`config.mk`:
```
export PLATFORM = sky130hd
export DESIGN_NAME = vna_ram
export DESIGN_NICKNAME = d
export VERILOG_FILES = /design/src/design/vertex_normal_accumulator_unit_assert.svh /design/src/design/vna_ram.sv
export SDC_FILE = /design/constraint.sdc
export NUM_CORES = 1
export LEC_CHECK = 0
export BUFFER_PORTS_ARGS = -buffer_cell sky130_fd_sc_hd__buf_2
export CAP_MARGIN = 30
export CORE_MARGIN = 2
export CORE_UTILIZATION = 54
export DETAILED_ROUTE_END_ITERATION = 10
export PLACE_DENSITY = 0.74
export SYNTH_ARGS = -nofsm -noshare
export SYNTH_HDL_FRONTEND = slang
export SYNTH_SLANG_ARGS = --single-unit
```
`constraint.sdc`:
```
create_clock -name clk -period 1.65 [get_ports clk]
set_input_delay 0.0825 -clock clk [delete_from_list [all_inputs] [get_ports clk]]
set_output_delay 0.0825 -clock clk [all_outputs]
set_load 0.005 [all_outputs]
```
`src/design/vertex_normal_accumulator_unit_assert.svh`:
```
// ----------------------------------------------------------------------------
// Vertex normal accumulator assertion macros
// Concurrent assertion wrappers clocked on clk and disabled during reset.
// ----------------------------------------------------------------------------
`ifndef VERTEX_NORMAL_ACCUMULATOR_UNIT_ASSERT_SVH
`define VERTEX_NORMAL_ACCUMULATOR_UNIT_ASSERT_SVH

`ifndef NO_ASSERTIONS
// property must hold at every clock edge outside reset
`define VNA_ASSERT(label, prop, msg) \
  label: assert property (@(posedge clk) disable iff (!rst_n) (prop)) else $error(msg);
// condition must never be true outside reset
`define VNA_ASSERT_NEVER(label, cond, msg) \
  label: assert property (@(posedge clk) disable iff (!rst_n) !(cond)) else $error(msg);
`else
`define VNA_ASSERT(label, prop, msg)
`define VNA_ASSERT_NEVER(label, cond, msg)
`endif

`endif

```
`src/design/vna_ram.sv`:
```
// ----------------------------------------------------------------------------
// Vertex normal accumulator RAM
// Simple dual-port synchronous RAM, one write and one registered read port.
// ----------------------------------------------------------------------------
module vna_ram #(
  parameter int WIDTH = 8,
  parameter int DEPTH = 16,
  localparam int AW   = $clog2(DEPTH)
) (
  input  logic             clk,
  input  logic             we,
  input  logic [AW-1:0]    waddr,
  input  logic [WIDTH-1:0] wdata,
  input  logic             re,
  input  logic [AW-1:0]    raddr,
  output logic [WIDTH-1:0] rdata
);

  logic [WIDTH-1:0] mem [DEPTH];

  // write port
  always_ff @(posedge clk) begin
    if (we) begin
      mem[waddr] <= wdata;
    end
  end

  // read port, registered
  always_ff @(posedge clk) begin
    if (re) begin
      rdata <= mem[raddr];
    end
  end

endmodule

```
-- Yosys cells after proc, flatten, opt, wreduce, memory -nomap -nowiden
Memory sizes are Yosys's and may differ from the RTL's. A register that Yosys moved wholly into a read port is not among the register bits.
Cells that the tools add are included.
- muxes and demuxes: 2
- operator list (operator ; number):
    1-bit 2-to-1 mux ; 2
- flip-flop bits (word level): 0
- RAM bits: 128
- input port bits: 19
- output and inout bits: 8
- word-level logic and storage cells: 3
- memories kept: 1
- memory list (name ; words ; width ; read ports ; clocked after memory_dff ; wr ports ; line ; RTL):
    mem ; 16 ; 8 ; 1 ; 1 ; 1 ; vna_ram.sv:19 ; logic [WIDTH-1:0] mem [DEPTH];

-- Depth between registers and ports, before layout
- word-level depth: 2
- gate-level depth with buffers: 5

-- Least setup slack after synthesis
OpenSTA, ideal clock, no wires.
- path type: input to register
- from: in waddr[2]
- to: mem mem[0][0], enable pin
- setup time: 0.383 ns
- data arrival time: 1.192 ns
- slack: 0.075 ns
- cell stages on the path: 2
- path buffers: 0
- cell sequence: or3b_2 > nor3_1
- RTL lines (what ; line ; RTL):
    from (decl) ; vna_ram.sv:12 ; input logic [AW-1:0] waddr,
    to (decl) ; vna_ram.sv:19 ;
Straight into the memory's write port.

==> flow_summary.html <==
<table>
<tr><th>Metric</th><th>Value</th></tr>
<tr><th colspan="2">Outcome</th></tr>
<tr><td>Status</td><td>finished, final reports clean</td></tr>
<tr><th colspan="2">Final layout</th></tr>
<tr><td>Final instance area</td><td>0.00630 mm²</td></tr>
<tr><td>Fraction of final layout cells with drive strength greater than 1</td><td>32.1%</td></tr>
<tr><td>Final #Nets</td><td>314</td></tr>
<tr><td>Synth-to-layout area growth</td><td>20.6%</td></tr>
<tr><td>Antenna cells</td><td>0</td></tr>
<tr><td>Finished Layout Cells</td><td>437</td></tr>
<tr><th colspan="2">Worst setup path</th></tr>
<tr><td>Type of the worst setup path</td><td>reg -&gt; reg</td></tr>
<tr><td>CP max FO</td><td>1</td></tr>
<tr><td>R2r setup slk</td><td>0.13 ns</td></tr>
<tr><td>Reg-to-Reg Start</td><td>mem[10][7]$_DFFE_PP_</td></tr>
<tr><td>Data required time of the critical path</td><td>1.91 ns</td></tr>
<tr><td>Startpoint type of the worst setup path</td><td>register</td></tr>
<tr><td>Arr. time, crit path</td><td>1.77 ns</td></tr>
<tr><td>Endpoint class of the critical path</td><td>register</td></tr>
<tr><td>Launch point of the critical path</td><td>mem[10][7]$_DFFE_PP_</td></tr>
<tr><th colspan="2">Hold path</th></tr>
<tr><td>Type of the worst min-delay path</td><td>in -&gt; reg</td></tr>
<tr><td>Worst hold start</td><td>waddr[0]</td></tr>
<tr><th colspan="2">Power</th></tr>
<tr><td>Part of the total power dissipated in sequential elements</td><td>49.6%</td></tr>
<tr><td>Internal Pwr Total</td><td>6.24 mW</td></tr>
<tr><td>Post-route total power</td><td>7.90 mW</td></tr>
<tr><td>Reported leakage power</td><td>2.16 nW</td></tr>
<tr><td>Switching power total</td><td>1.66 mW</td></tr>
<tr><td>Power share of the clock group</td><td>45.8%</td></tr>
<tr><td>Max IR drop VDD</td><td>0.678 mV</td></tr>
<tr><td>Total power divided by cell area</td><td>1250 mW/mm²</td></tr>
<tr><td>Logic gate share of total power</td><td>4.7%</td></tr>
<tr><td>Switching Fraction</td><td>21.0%</td></tr>
<tr><th colspan="2">Logic synthesis</th></tr>
<tr><td>Synth top cells by count</td><td>edfxtp_1, mux4_2, a22oi_1, mux4_1, nor2_1</td></tr>
<tr><td>Top_reg_cell synth</td><td>edfxtp_1</td></tr>
<tr><td>Most common cell in the netlist</td><td>edfxtp_1</td></tr>
<tr><td>Largest area contributor in the netlist</td><td>edfxtp_1</td></tr>
<tr><td>Sequential area share after synthesis</td><td>78.1%</td></tr>
<tr><td>Synthesized cell area</td><td>0.00523 mm²</td></tr>
<tr><td>Number of distinct library cells after synthesis</td><td>18</td></tr>
<tr><td>Mean instance size in the synthesized netlist</td><td>22.8 µm²</td></tr>
<tr><td>Ys Warns</td><td>0</td></tr>
<tr><td>Gate count after technology mapping</td><td>229</td></tr>
<tr><td>Flip-flop and latch count after synthesis</td><td>136</td></tr>
<tr><td>Number of enable flip-flop cells after synthesis</td><td>136</td></tr>
<tr><td>Post-synthesis async set-or-reset flop share</td><td>0%</td></tr>
<tr><td>Syn_nets</td><td>248</td></tr>
<tr><td>Top cell type's share of synthesized area</td><td>78.1%</td></tr>
<tr><td>Cell types occupying the most area after synthesis</td><td>edfxtp_1, mux4_2, mux4_1</td></tr>
<tr><th colspan="2">Placement</th></tr>
<tr><td>Placed wire-length estimate</td><td>5970 µm</td></tr>
<tr><td>DP Area</td><td>0.00564 mm²</td></tr>
<tr><td>Final estimated routing congestion in global placement</td><td>0.750</td></tr>
<tr><td># port buffers</td><td>26</td></tr>
<tr><td>Worst slack at placement</td><td>0.0391 ns</td></tr>
<tr><td>Cell Count Post-Placement</td><td>396</td></tr>
<tr><th colspan="2">Floorplanning</th></tr>
<tr><td>Core footprint</td><td>0.00933 mm²</td></tr>
<tr><td>Standard-cell rows</td><td>35</td></tr>
<tr><td>I/O pin count</td><td>27</td></tr>
<tr><td>Overall die width</td><td>102 µm</td></tr>
<tr><td>Die Outline Area</td><td>0.0105 mm²</td></tr>
<tr><td>Vertical extent of the die</td><td>102 µm</td></tr>
<tr><td>Effective utilization at floorplan</td><td>56.0%</td></tr>
<tr><th colspan="2">Timing</th></tr>
<tr><td>Final worst slack</td><td>0.133 ns</td></tr>
<tr><td>Final slew viol count</td><td>0</td></tr>
<tr><td>Count of endpoints failing hold in the final timing report</td><td>0</td></tr>
<tr><td>RSZ-0062 raised after global routing</td><td>no</td></tr>
<tr><td>Final Critical Period</td><td>1.52 ns</td></tr>
<tr><td>Highest clock frequency the design can meet</td><td>659 MHz</td></tr>
<tr><td>Measured slew at the worst slew-check pin</td><td>0.382 ns</td></tr>
<tr><td>Largest clock skew in the final design</td><td>0.00777 ns</td></tr>
<tr><td>Setup tns final</td><td>0 ns</td></tr>
<tr><td>Post-route clock period utilization</td><td>92.0%</td></tr>
<tr><td>Relative slew slack</td><td>74.5%</td></tr>
<tr><td>Final setup violation count</td><td>0</td></tr>
<tr><th colspan="2">Drt</th></tr>
<tr><td>Routed wire length</td><td>9610 µm</td></tr>
<tr><td>Post-DRT Antenna Nets</td><td>0</td></tr>
<tr><td>Mean number of vias per cell</td><td>5.76</td></tr>
<tr><td>TritonRoute pass-1 iters</td><td>4</td></tr>
<tr><td>DR DRC count</td><td>0</td></tr>
<tr><td>First-iteration detailed-routing DRC count</td><td>185</td></tr>
<tr><td>Average wire per cell in the routed design</td><td>22.0 µm</td></tr>
<tr><td>Total number of vias</td><td>2517</td></tr>
<tr><th colspan="2">CTS</th></tr>
<tr><td>Clock insertion delay at the later pin of the skew report</td><td>0.52 ns</td></tr>
<tr><td>Number of clock sinks</td><td>136</td></tr>
<tr><td>Cell chosen for the clock root</td><td>clkbuf_8</td></tr>
<tr><td>Resize count post-CTS</td><td>0</td></tr>
<tr><td>Post-CTS setup repair buffer count</td><td>0</td></tr>
<tr><td>TritonCTS clock tree</td><td>yes</td></tr>
<tr><td>Reg clk slew, reported paths</td><td>0.06 ns</td></tr>
<tr><td>Number of buffers added by the clock tree synthesis step</td><td>17</td></tr>
<tr><td>Maximum level of the CTS H-tree</td><td>4</td></tr>
<tr><td>Maximum clock path buffer count</td><td>2</td></tr>
<tr><th colspan="2">Job</th></tr>
<tr><td>Maximum capacitance violations</td><td>0</td></tr>
<tr><th colspan="2">Global route</th></tr>
<tr><td>Initial antenna violation count</td><td>0</td></tr>
<tr><td>Vias in the first global route</td><td>2619</td></tr>
<tr><td>Residual overflow from global routing</td><td>0</td></tr>
<tr><td>Global-route wire length before repair</td><td>14600 µm</td></tr>
<tr><td>Combined global-route utilization of all metal layers</td><td>20.4%</td></tr>
<tr><td>Pin count of the biggest net entering global routing</td><td>33</td></tr>
</table>
## stage by stage
step / utilization (%) / hold WS, ns
floorplan: - / 0.181
global placement: 60.4 / 0.460
detailed placement: 60.4 / 0.459
CTS: 67.6 / 0.0957
global route: 67.6 / 0.127
finish: 67.6 / 0.118
## registers in the layout, summed over array words and instances (netlist names)
register  flops
mem         128
rdata         8
## cells in the final DEF, fill, tap and decap left out, drive strengths merged
cell	Yosys	final
a22oi	16	16
and2	1	1
and2b	1	1
buf	7	48
bufinv	0	2
clkbuf	0	17
clkinv	0	5
clkinvlp	0	2
dlygate4sd3	0	9
edfxtp	136	136
inv	0	6
mux4	32	32
nand2	9	9
nand2b	2	2
nand3	1	1
nand3b	2	2
nor2	13	13
nor2b	1	1
nor3	4	4
or3b	1	1
## cell type report
type | count | area [µm²]
multi-input combinational | 83 | 1060
tap | 129 | 161
sequential | 136 | 4080
clock inverter | 15 | 164
timing repair buffer | 57 | 423
fill | 577 | 3020
clock buffer | 17 | 414
## logic make-up (layout without fill, tap and decap cells)
group	Yosys count	after routing	share of synthesized area (%)
buf+inv	10	89	1.65
compound gates	16	16	2.30
mux	32	32	14.8
flops	136	136	78.1
simple gates	35	35	3.14
## metal layers
| layer | track usage [%] | share of wire (%) |
|---|---|---|
| met1 | 26.6 | 40 |
| met2 | 33.1 | 52 |
| met3 | 6.43 | 6.5 |
| met4 | 7.18 | 1.4 |
| met5 | 0 | 0 |
## worst max-delay path: stages, from the launching register on
cell	delay, ns
edfxtp_1	0.38
mux4_2	0.48
a22oi_1	0.30
nand2_1	0.10
## worst paths after layout
kind	end	cells past startpoint
max reg2reg	rdata[7]$_DFFE_PP_	3
max	rdata[7]$_DFFE_PP_	3
min	mem[0][4]$_DFFE_PP_	3
min reg2reg	rdata[3]$_DFFE_PP_	3
## power by group through the flow
stage	combinational [mW]	sequential [mW]	clock (mW)
floorplan	0.196	3.98	0
global placement	0.348	3.98	0
detailed placement	0.355	3.99	0
CTS	0.374	3.92	3.65
global route	0.405	3.92	3.78
finish	0.370	3.92	3.62
## timing repair
action | CTS | global route
endpoints found under the hold margin | 136 | 0
endpoints found under the setup margin | 0 | 0
hold buffers | 9 | 0
(Power assumes the default switching activity.)
