$ cat src/design/vertex_normal_accumulator_unit_assert.svh
// ----------------------------------------------------------------------------
// Vertex normal accumulator assertion macros
// Concurrent assertion wrappers clocked on clk and disabled during reset.
// ----------------------------------------------------------------------------
`ifndef VERTEX_NORMAL_ACCUMULATOR_UNIT_ASSERT_SVH
`define VERTEX_NORMAL_ACCUMULATOR_UNIT_ASSERT_SVH

`ifndef NO_ASSERTIONS
// property must hold at every clock edge outside reset
`define VNA_ASSERT(label, prop, msg) \
  label: assert property (@(posedge clk) disable iff (!rst_n) (prop)) else $error(msg);
// condition must never be true outside reset
`define VNA_ASSERT_NEVER(label, cond, msg) \
  label: assert property (@(posedge clk) disable iff (!rst_n) !(cond)) else $error(msg);
`else
`define VNA_ASSERT(label, prop, msg)
`define VNA_ASSERT_NEVER(label, cond, msg)
`endif

`endif

$ cat src/design/vna_pkg.sv
// ----------------------------------------------------------------------------
// Vertex normal accumulator package
// Widths, command codes, shared types and the saturating clamp.
// ----------------------------------------------------------------------------
package vna_pkg;

  localparam int VERTEX_DEPTH = 1024;
  localparam int ADDR_BITS    = $clog2(VERTEX_DEPTH);
  localparam int INDEX_BITS   = 10;
  localparam int COORD_BITS   = 18;
  localparam int SUM_BITS     = 44;
  localparam int NORM_BITS    = 16;
  localparam int DIFF_BITS    = COORD_BITS + 1;
  localparam int PROD_BITS    = 2 * DIFF_BITS;
  localparam int EXT_BITS     = ((PROD_BITS > SUM_BITS) ? PROD_BITS : SUM_BITS) + 2;
  localparam int IN_FIELD_BITS = 3 * INDEX_BITS + 3 * COORD_BITS;
  localparam int IN_DATA_BITS  = ((IN_FIELD_BITS + 7) / 8) * 8;
  localparam int OUT_DATA_BITS = 3 * NORM_BITS;

  typedef enum logic [1:0] {
    CMD_WRITE = 2'd0,
    CMD_TRI   = 2'd1,
    CMD_READ  = 2'd2
  } cmd_t;

  typedef logic signed [SUM_BITS-1:0] sum_t;
  typedef logic signed [EXT_BITS-1:0] ext_t;

  typedef struct packed {
    sum_t z;
    sum_t y;
    sum_t x;
  } sum_vec_t;

  typedef struct packed {
    logic signed [COORD_BITS-1:0] z;
    logic signed [COORD_BITS-1:0] y;
    logic signed [COORD_BITS-1:0] x;
  } pos_t;

  typedef struct packed {
    logic signed [NORM_BITS-1:0] x;
    logic signed [NORM_BITS-1:0] y;
    logic signed [NORM_BITS-1:0] z;
    logic                        zero;
  } normal_t;

  localparam ext_t SUM_MAX = {{(EXT_BITS-SUM_BITS+1){1'b0}}, {(SUM_BITS-1){1'b1}}};
  localparam ext_t SUM_MIN = ~SUM_MAX;

  // clamp a wide signed value into the accumulator range
  function automatic sum_t sat_sum(input ext_t v);
    sum_t r;
    if (v > SUM_MAX) begin
      r = SUM_MAX[SUM_BITS-1:0];
    end else if (v < SUM_MIN) begin
      r = SUM_MIN[SUM_BITS-1:0];
    end else begin
      r = v[SUM_BITS-1:0];
    end
    return r;
  endfunction

endpackage

$ cat src/design/vna_norm.sv
// ----------------------------------------------------------------------------
// Vertex normal accumulator normalizer
// Scales an accumulated vector to unit length: bit-serial alignment,
// squared length, restoring square root and restoring divide per component.
// ----------------------------------------------------------------------------
module vna_norm import vna_pkg::*; (
  input  logic     clk,
  input  logic     rst_n,
  input  logic     start,
  input  sum_vec_t sum_in,
  output logic     busy,
  output logic     done,
  output normal_t  result
);

  typedef enum logic [6:0] {
    N_IDLE  = 7'b0000001,
    N_CHECK = 7'b0000010,
    N_SHIFT = 7'b0000100,
    N_SQ    = 7'b0001000,
    N_SQRT  = 7'b0010000,
    N_DSET  = 7'b0100000,
    N_DIV   = 7'b1000000
  } nstate_t;

  nstate_t             state_r;
  logic [SUM_BITS-1:0] mag_r [3];
  logic [2:0]          neg_r;
  logic [4:0]          cnt_r;
  logic [1:0]          comp_r;
  logic [61:0]         sq_r;
  logic [63:0]         l2_r;
  logic [63:0]         v_r;
  logic [63:0]         root_r;
  logic [63:0]         bit_r;
  logic [49:0]         num_r;
  logic [49:0]         den_r;
  logic [15:0]         q_r;
  logic                done_r;
  normal_t             res_r;

  logic [SUM_BITS-1:0] mag_or;
  logic                mag_hi;
  logic [30:0]         mag_sel;
  logic [31:0]         len;
  logic [63:0]         trial;
  logic                q_bit;
  logic [16:0]         q_fin;
  logic [NORM_BITS-1:0] comp_val;

  assign mag_or = mag_r[0] | mag_r[1] | mag_r[2];
  assign mag_hi = |mag_or[SUM_BITS-1:31];
  assign len    = root_r[31:0];
  assign trial  = root_r + bit_r;
  assign q_bit  = (num_r >= den_r);
  assign q_fin  = {q_r, q_bit};

  // component picked for squaring and dividing
  always_comb begin
    case (state_r)
      N_SQ:    mag_sel = (cnt_r[1:0] == 2'd3) ? 31'd0 : mag_r[cnt_r[1:0]][30:0];
      default: mag_sel = (comp_r == 2'd3) ? 31'd0 : mag_r[comp_r][30:0];
    endcase
  end

  // clamp the quotient and apply the sign
  always_comb begin
    logic neg;
    neg = 1'b0;
    case (comp_r)
      2'd0:    neg = neg_r[0];
      2'd1:    neg = neg_r[1];
      2'd2:    neg = neg_r[2];
      default: neg = 1'b0;
    endcase
    if (neg) begin
      comp_val = (q_fin > 17'd32768) ? 16'h8000 : 16'(~q_fin + 17'd1);
    end else begin
      comp_val = (q_fin > 17'd32767) ? 16'h7fff : q_fin[15:0];
    end
  end

  // sequencer
  always_ff @(posedge clk) begin
    if (!rst_n) begin
      state_r <= N_IDLE;
      done_r  <= 1'b0;
    end else begin
      done_r <= 1'b0;
      case (state_r)
        N_IDLE: begin
          if (start) begin
            neg_r    <= {sum_in.z[SUM_BITS-1], sum_in.y[SUM_BITS-1], sum_in.x[SUM_BITS-1]};
            mag_r[0] <= sum_in.x[SUM_BITS-1] ? -sum_in.x : sum_in.x;
            mag_r[1] <= sum_in.y[SUM_BITS-1] ? -sum_in.y : sum_in.y;
            mag_r[2] <= sum_in.z[SUM_BITS-1] ? -sum_in.z : sum_in.z;
            state_r  <= N_CHECK;
          end
        end
        N_CHECK: begin
          if (mag_or == '0) begin
            res_r   <= '{x: '0, y: '0, z: '0, zero: 1'b1};
            done_r  <= 1'b1;
            state_r <= N_IDLE;
          end else begin
            state_r <= N_SHIFT;
          end
        end
        // one bit a cycle until the largest magnitude has its top bit at 30
        N_SHIFT: begin
          if (mag_hi) begin
            for (int k = 0; k < 3; k++) mag_r[k] <= mag_r[k] >> 1;
          end else if (!mag_or[30]) begin
            for (int k = 0; k < 3; k++) mag_r[k] <= mag_r[k] << 1;
          end else begin
            cnt_r   <= '0;
            l2_r    <= '0;
            state_r <= N_SQ;
          end
        end
        // squared length, one square a cycle
        N_SQ: begin
          sq_r <= 62'(mag_sel) * 62'(mag_sel);
          if (cnt_r != 5'd0) begin
            l2_r <= l2_r + 64'(sq_r);
          end
          if (cnt_r == 5'd3) begin
            v_r     <= l2_r + 64'(sq_r);
            root_r  <= '0;
            bit_r   <= 64'd1 << 62;
            state_r <= N_SQRT;
          end else begin
            cnt_r <= cnt_r + 5'd1;
          end
        end
        // floor square root, one result bit a cycle
        N_SQRT: begin
          if (v_r >= trial) begin
            v_r    <= v_r - trial;
            root_r <= (root_r >> 1) + bit_r;
          end else begin
            root_r <= root_r >> 1;
          end
          bit_r <= bit_r >> 2;
          if (bit_r[0]) begin
            comp_r  <= '0;
            state_r <= N_DSET;
          end
        end
        N_DSET: begin
          num_r   <= 50'({mag_sel, 16'd0}) + 50'(len);
          den_r   <= 50'(len) << 17;
          q_r     <= '0;
          cnt_r   <= '0;
          state_r <= N_DIV;
        end
        // round(mag * 32768 / len), one quotient bit a cycle
        N_DIV: begin
          if (q_bit) begin
            num_r <= num_r - den_r;
          end
          den_r <= den_r >> 1;
          q_r   <= q_fin[15:0];
          cnt_r <= cnt_r + 5'd1;
          if (cnt_r == 5'd16) begin
            case (comp_r)
              2'd0:    res_r.x <= comp_val;
              2'd1:    res_r.y <= comp_val;
              default: res_r.z <= comp_val;
            endcase
            res_r.zero <= 1'b0;
            if (comp_r == 2'd2) begin
              done_r  <= 1'b1;
              state_r <= N_IDLE;
            end else begin
              comp_r  <= comp_r + 2'd1;
              state_r <= N_DSET;
            end
          end
        end
        default: state_r <= N_IDLE;
      endcase
    end
  end

  assign busy   = (state_r != N_IDLE);
  assign done   = done_r;
  assign result = res_r;

endmodule
$ cat config.mk
export PLATFORM = sky130hd
export DESIGN_NAME = vna_norm
export DESIGN_NICKNAME = d
export VERILOG_FILES = /design/src/design/vertex_normal_accumulator_unit_assert.svh /design/src/design/vna_pkg.sv /design/src/design/vna_norm.sv
export SDC_FILE = /design/constraint.sdc
export NUM_CORES = 2
export LEC_CHECK = 0
export ABC_CLOCK_PERIOD_IN_PS = 16900
export BUFFER_PORTS_ARGS = -buffer_cell sky130_fd_sc_hd__clkbuf_2
export CORE_UTILIZATION = 55
export CTS_CLUSTER_SIZE = 40
export DETAILED_ROUTE_END_ITERATION = 8
export GPL_TIMING_DRIVEN = 0
export PLACE_DENSITY = 0.72
export REMOVE_ABC_BUFFERS = 1
export SLEW_MARGIN = 30
export SYNTH_ARGS = -nofsm -noshare
export SYNTH_HDL_FRONTEND = slang
export SYNTH_SLANG_ARGS = --single-unit
$ cat constraint.sdc
create_clock -name clk -period 16.9 [get_ports clk]
set_clock_uncertainty 0.15 [all_clocks]
set_input_delay 2.535 -clock clk [delete_from_list [all_inputs] [get_ports clk]]
set_output_delay 2.535 -clock clk [all_outputs]
set_load 0.03 [all_outputs]
**Word-level counts from Yosys, hierarchy flattened**

Memory sizes are Yosys's and may differ from the RTL's. A register that Yosys moved wholly into a read port is not among the register bits.
Cells that the tools add are included.

- Flip-flop bits (word level): 501
- Memory bits (writable): 132
- Bits of input ports: 135
- Memories kept: 1

Memory list:

| memory | depth | bits a word | rd ports | clocked after memory_dff | wr ports | RTL line | RTL |
|---|---|---|---|---|---|---|---|
| mag_r | 3 | 44 | 5 | 2 | 3 | vna_norm.sv:27 | `logic [SUM_BITS-1:0] mag_r [3];` |

- $add $sub $neg: 12
- $mul: 1
- Order comparisons: 4
- Equality and inequality tests: 29
- Muxes and demuxes: 74
- Bitwise operators: 9
- Reductions and logical operators: 25

Operator list:

| operator | number |
|---|---|
| $mux 64 | 8 |
| $pmux 64 s2 | 4 |
| $mux 44 | 9 |
| $pmux 50 s2 | 2 |
| $neg 44->44 | 3 |
| $mux 49 | 2 |
| $pmux 49 s2 | 1 |
| $mux 16 | 6 |
| $mux 31 | 3 |
| $or 44x44->44 | 2 |
| $add 63x64->64 | 1 |
| $add 64x62->64 | 1 |
| $add 64x64->64 | 1 |
| $ge 64x64->1 | 1 |
| $sub 64x64->64 | 1 |
| $mul 31x31->62 | 1 |
| $ge 50x50->1 | 1 |
| $mux 50 | 1 |
| $sub 50x50->50 | 1 |
| $pmux 7 s7 | 1 |
| $add 47x32->48 | 1 |
| $logic_not 44->1 | 1 |
| $mux 7 | 6 |
| $pmux 16 s2 | 1 |
| other kinds (41) | 95 |

**Depth between registers and ports, before layout**

An unclocked memory read counts as a cell.

- Depth in word-level cells: 10
- Depth in mapped cells: 40
- Gate-level depth less buffers: 35

**Least setup slack after synthesis**

Ideal clock, no wire load.

- Path type: input to register
- From: in rst_n
- To: mem mag_r[0][0] (enable)
- Arrival time: 12.096 ns
- Data required time: 15.944 ns
- Setup slack: 3.849 ns
- Cell stages on the path: 3
- Cell sequence: clkbuf_1 nand2_1 o21ai_0

RTL lines:

| element | RTL line | RTL |
|---|---|---|
| start, declared | vna_norm.sv:8 | `input logic rst_n,` |
| end, declared | vna_norm.sv:27 |  |

**Worst setup path after layout**

- From: reg state_r[0]
- To: reg sq_r[56] (data pin)

- Longest elaborated chain between the ends: 3

RTL lines:

| element | RTL line | RTL |
|---|---|---|
| start, declared | vna_norm.sv:26 | `nstate_t state_r;` |
| start signal, assigned | vna_norm.sv:86 | `state_r <= N_IDLE;` |
| start signal, assigned | vna_norm.sv:97 | `state_r <= N_CHECK;` |
| start signal, assigned | vna_norm.sv:104 | `state_r <= N_IDLE;` |
| $eq 7x4->1 | vna_norm.sv:60 | `case (state_r)` |
| $mux 31 | vna_norm.sv:60 |  |
| $mul 31x31->62 | vna_norm.sv:123 | `sq_r <= 62'(mag_sel) * 62'(mag_sel);` |
| end signal, assigned | vna_norm.sv:123 |  |
| end, declared | vna_norm.sv:31 | `logic [61:0] sq_r;` |

No other way between the ends.
A chain may end at the register's enable or synchronous reset.

==> impl_metrics.csv <==
group,metric,value,unit
worst_setup_path,regToRegSetupSlack,4640,ps
synth,mappedNetlistArea,0.0708,sq mm
worst_setup_path,path_common_cell,"fa_1",
placed_design,port_buffers,185,
job,maxCapViolations,0,
clock_network,ctsHoldBuffers,0,
worst_setup_path,worstSetupEndpointType,"flip-flop",
clock_network,clock_path_buffers,3,
die,fp.coreArea,0.128,sq mm
sta,period_needed,12260,ps
worst_setup_path,cp_num_buf_inv,6,
routing,num_vias,58003,
synth,ys_seq_elements,603,
cells_and_area,nets,9271,
clock_network,cts_sinks,603,
synth,synth-seq-area-share,0.254,
global_routing,overflow,0,
routing,wl,212,mm
routing,route.detailed.drc,0,
clock_network,clockRootBuffer,"clkbuf_16",
cells_and_area,num-fill-cells,10861,
global_routing,grt_pass1_vias,58538,
sta,period_share,0.726,
routing,drtIter0Drc,5729,
global_routing,antenna_found_initial,16,
min_path,holdCritPathClass,"reg2reg",
routing,first_pass_iters,7,
synth,synthTopCellsByArea,"edfxtp_1 (25%), fa_1 (21%), ha_1 (9.4%)",
synth,synth_area_leader_cell,"edfxtp_1",
sta,setup_viol,0,
die,die_x,361,um
clock_network,cts_htree_levels,3,
placed_design,hpwl,166,mm
synth,synth.avg_cell_area,9.04,sq um
global_routing,grt_max_degree,109,
clock_network,cts_tree,"built",
sta,slew_headroom,0.307,
global_routing,grt.total_usage,0.326,
synth,ys_top_cells_by_count,"inv_1 (1125), nand2_1 (819), fa_1 (751)",
die,start_util,0.555,
worst_setup_path,critPathTopFamily,"adder cells",
die,die_h,361,um
sta,hold_violations,0,
synth,synthMostInstantiatedCell,"inv_1",
routing,detail-route-antenna-nets,0,
synth,ys_types,83,
cells_and_area,fin_cells,9583,
worst_setup_path,cp_max_fo,46,
routing,viasPerCell,6.05,
sta,final_max_slew_viol_count,0,
synth,postSynthCellCount,7831,
placed_design,dp.cells,9440,
cells_and_area,syn2layout_area_growth,8.81,%
placed_design,gp_congestion,0.942,
clock_network,cts_setup_buffers,0,
cells_and_area,layout-drive-gt1-share,0.0660,
worst_setup_path,crit_slowest_cell,"or4b_4",
worst_setup_path,critPathLaunchType,"flip-flop",
sta,rsz0062_at_grt,"no",
cells_and_area,finish.utilization,0.604,
clock_network,clk_latency,680,ps
die,placementRows,131,
synth,synth_edf_count,591,
die,dieArea,0.130,sq mm
synth,ys.flop_type,"edfxtp_1",
global_routing,grt_pass1_wl,330,mm
worst_setup_path,crit_type,"reg2reg",
worst_setup_path,arrival,12570,ps
die,ios,186,
worst_setup_path,max_stage_delay,840,ps
worst_setup_path,cp_data_required_time,17200,ps
clock_network,cts_buffers,71,
routing,wl_per_cell,22.1,um
synth,synth_warnings,0,
clock_network,clk_pin_slew_worst_paths,60,ps
outcome,status,"completed",
clock_network,post_cts_resized,0,
sta,holdWs,408,ps
sta,fmax,81.6,MHz
synth,synth_top_area_frac,0.251,
synth,synthArstFlopShare,0,
sta,worst-slew-pin-transition,1010,ps
-- worst paths after layout --
kind,startpoint,cells after the start,end
worst max-delay path,state_r[0],30,sq_r[56]
worst min-delay path,den_r[12],2,den_r[11]
worst max register to register,state_r[0],30,sq_r[56]
worst min register to register,den_r[12],2,den_r[11]
-- layer usage --
metal	vias up	part of all wire	track usage
li1	26582	-	-
met1	28436	0.40	0.422
met2	2456	0.47	0.532
met3	525	0.083	0.0607
met4	4	0.050	0.147
met5	-	0.00011	0
-- cell usage in the layout, fill, tap and decap left out, drive strengths merged, types with 40 or more instances in the layout --
| master | count |
|---|---|
| or3 | 48 |
| nor2 | 693 |
| o21ai | 482 |
| nor4 | 64 |
| o21bai | 64 |
| inv | 1127 |
| clkbuf | 272 |
| nand2 | 819 |
| nand4 | 80 |
| a21o | 178 |
| fa | 751 |
| and2 | 97 |
| edfxtp | 591 |
| and3 | 45 |
| nor3 | 75 |
| ha | 534 |
| a31oi | 76 |
| o31ai | 46 |
| buf | 83 |
| nand2b | 40 |
| nand3 | 95 |
| a21oi | 485 |
| mux2i | 49 |
| a211oi | 77 |
| xnor2 | 247 |
| xor2 | 247 |
| nor2b | 88 |
-- through the flow --
step / TNS [ps] / setup WS (ps) / area (sq um)
after global routing: 0 / 4250 / 77000
final: 0 / 4640 / 77000
after global placement: -614900 / -6140 / 72600
after CTS: 0 / 4860 / 77000
after detailed placement: 0 / 4910 / 74600
after floorplan: 0 / 4110 / 69600
-- layout make-up --
cell class | count | area, sq um | share of cell area
timing repair buffer | 267 | 2420 | 0.0314
clock inverter | 40 | 438 | 0.00569
inverter | 1131 | 4270 | 0.0554
multi-input combinational | 5777 | 47800 | 0.621
clock buffer | 88 | 1930 | 0.0250
sequential | 603 | 18000 | 0.234
tap | 1662 | 2080 | 0.0270
antenna | 15 | 37.5 | 0.000487
-- cell families after synthesis --
family / count (synthesis) / share of synthesized area
DFF: 603 / 0.254
and+or+nand+nor: 2232 / 0.143
adders and majority gates: 1285 / 0.307
muxes: 52 / 0.00741
xor gates and xnor gates: 494 / 0.0611
AOI/OAI and AO/OA: 1714 / 0.151
buffers and inverters: 1451 / 0.0770
-- registers in the layout, indices dropped and copies added (netlist names), named ones only --
register / count
cnt_r: 5
state_r: 7
done: 1
result: 49
q_r: 16
neg_r: 3
bit_r: 32
root_r: 64
l2_r: 64
num_r: 50
v_r: 64
comp_r: 2
mag_r: 132
sq_r: 61
den_r: 49
-- worst reg2reg max path: cells and delay by family (launching register included) --
kind | cells | cell delay, ps
adder cells (fa/ha/maj) | 9 | 4330
AO/OA/AOI/OAI | 8 | 3130
AND/OR/NAND/NOR | 6 | 2630
buffers and inverters | 6 | 1070
XOR/XNOR | 1 | 370
flip-flops | 1 | 340
Power is left out: the tool's default activity adds up to more than one toggle a clock period on the data nets, which glitch-free logic cannot reach.
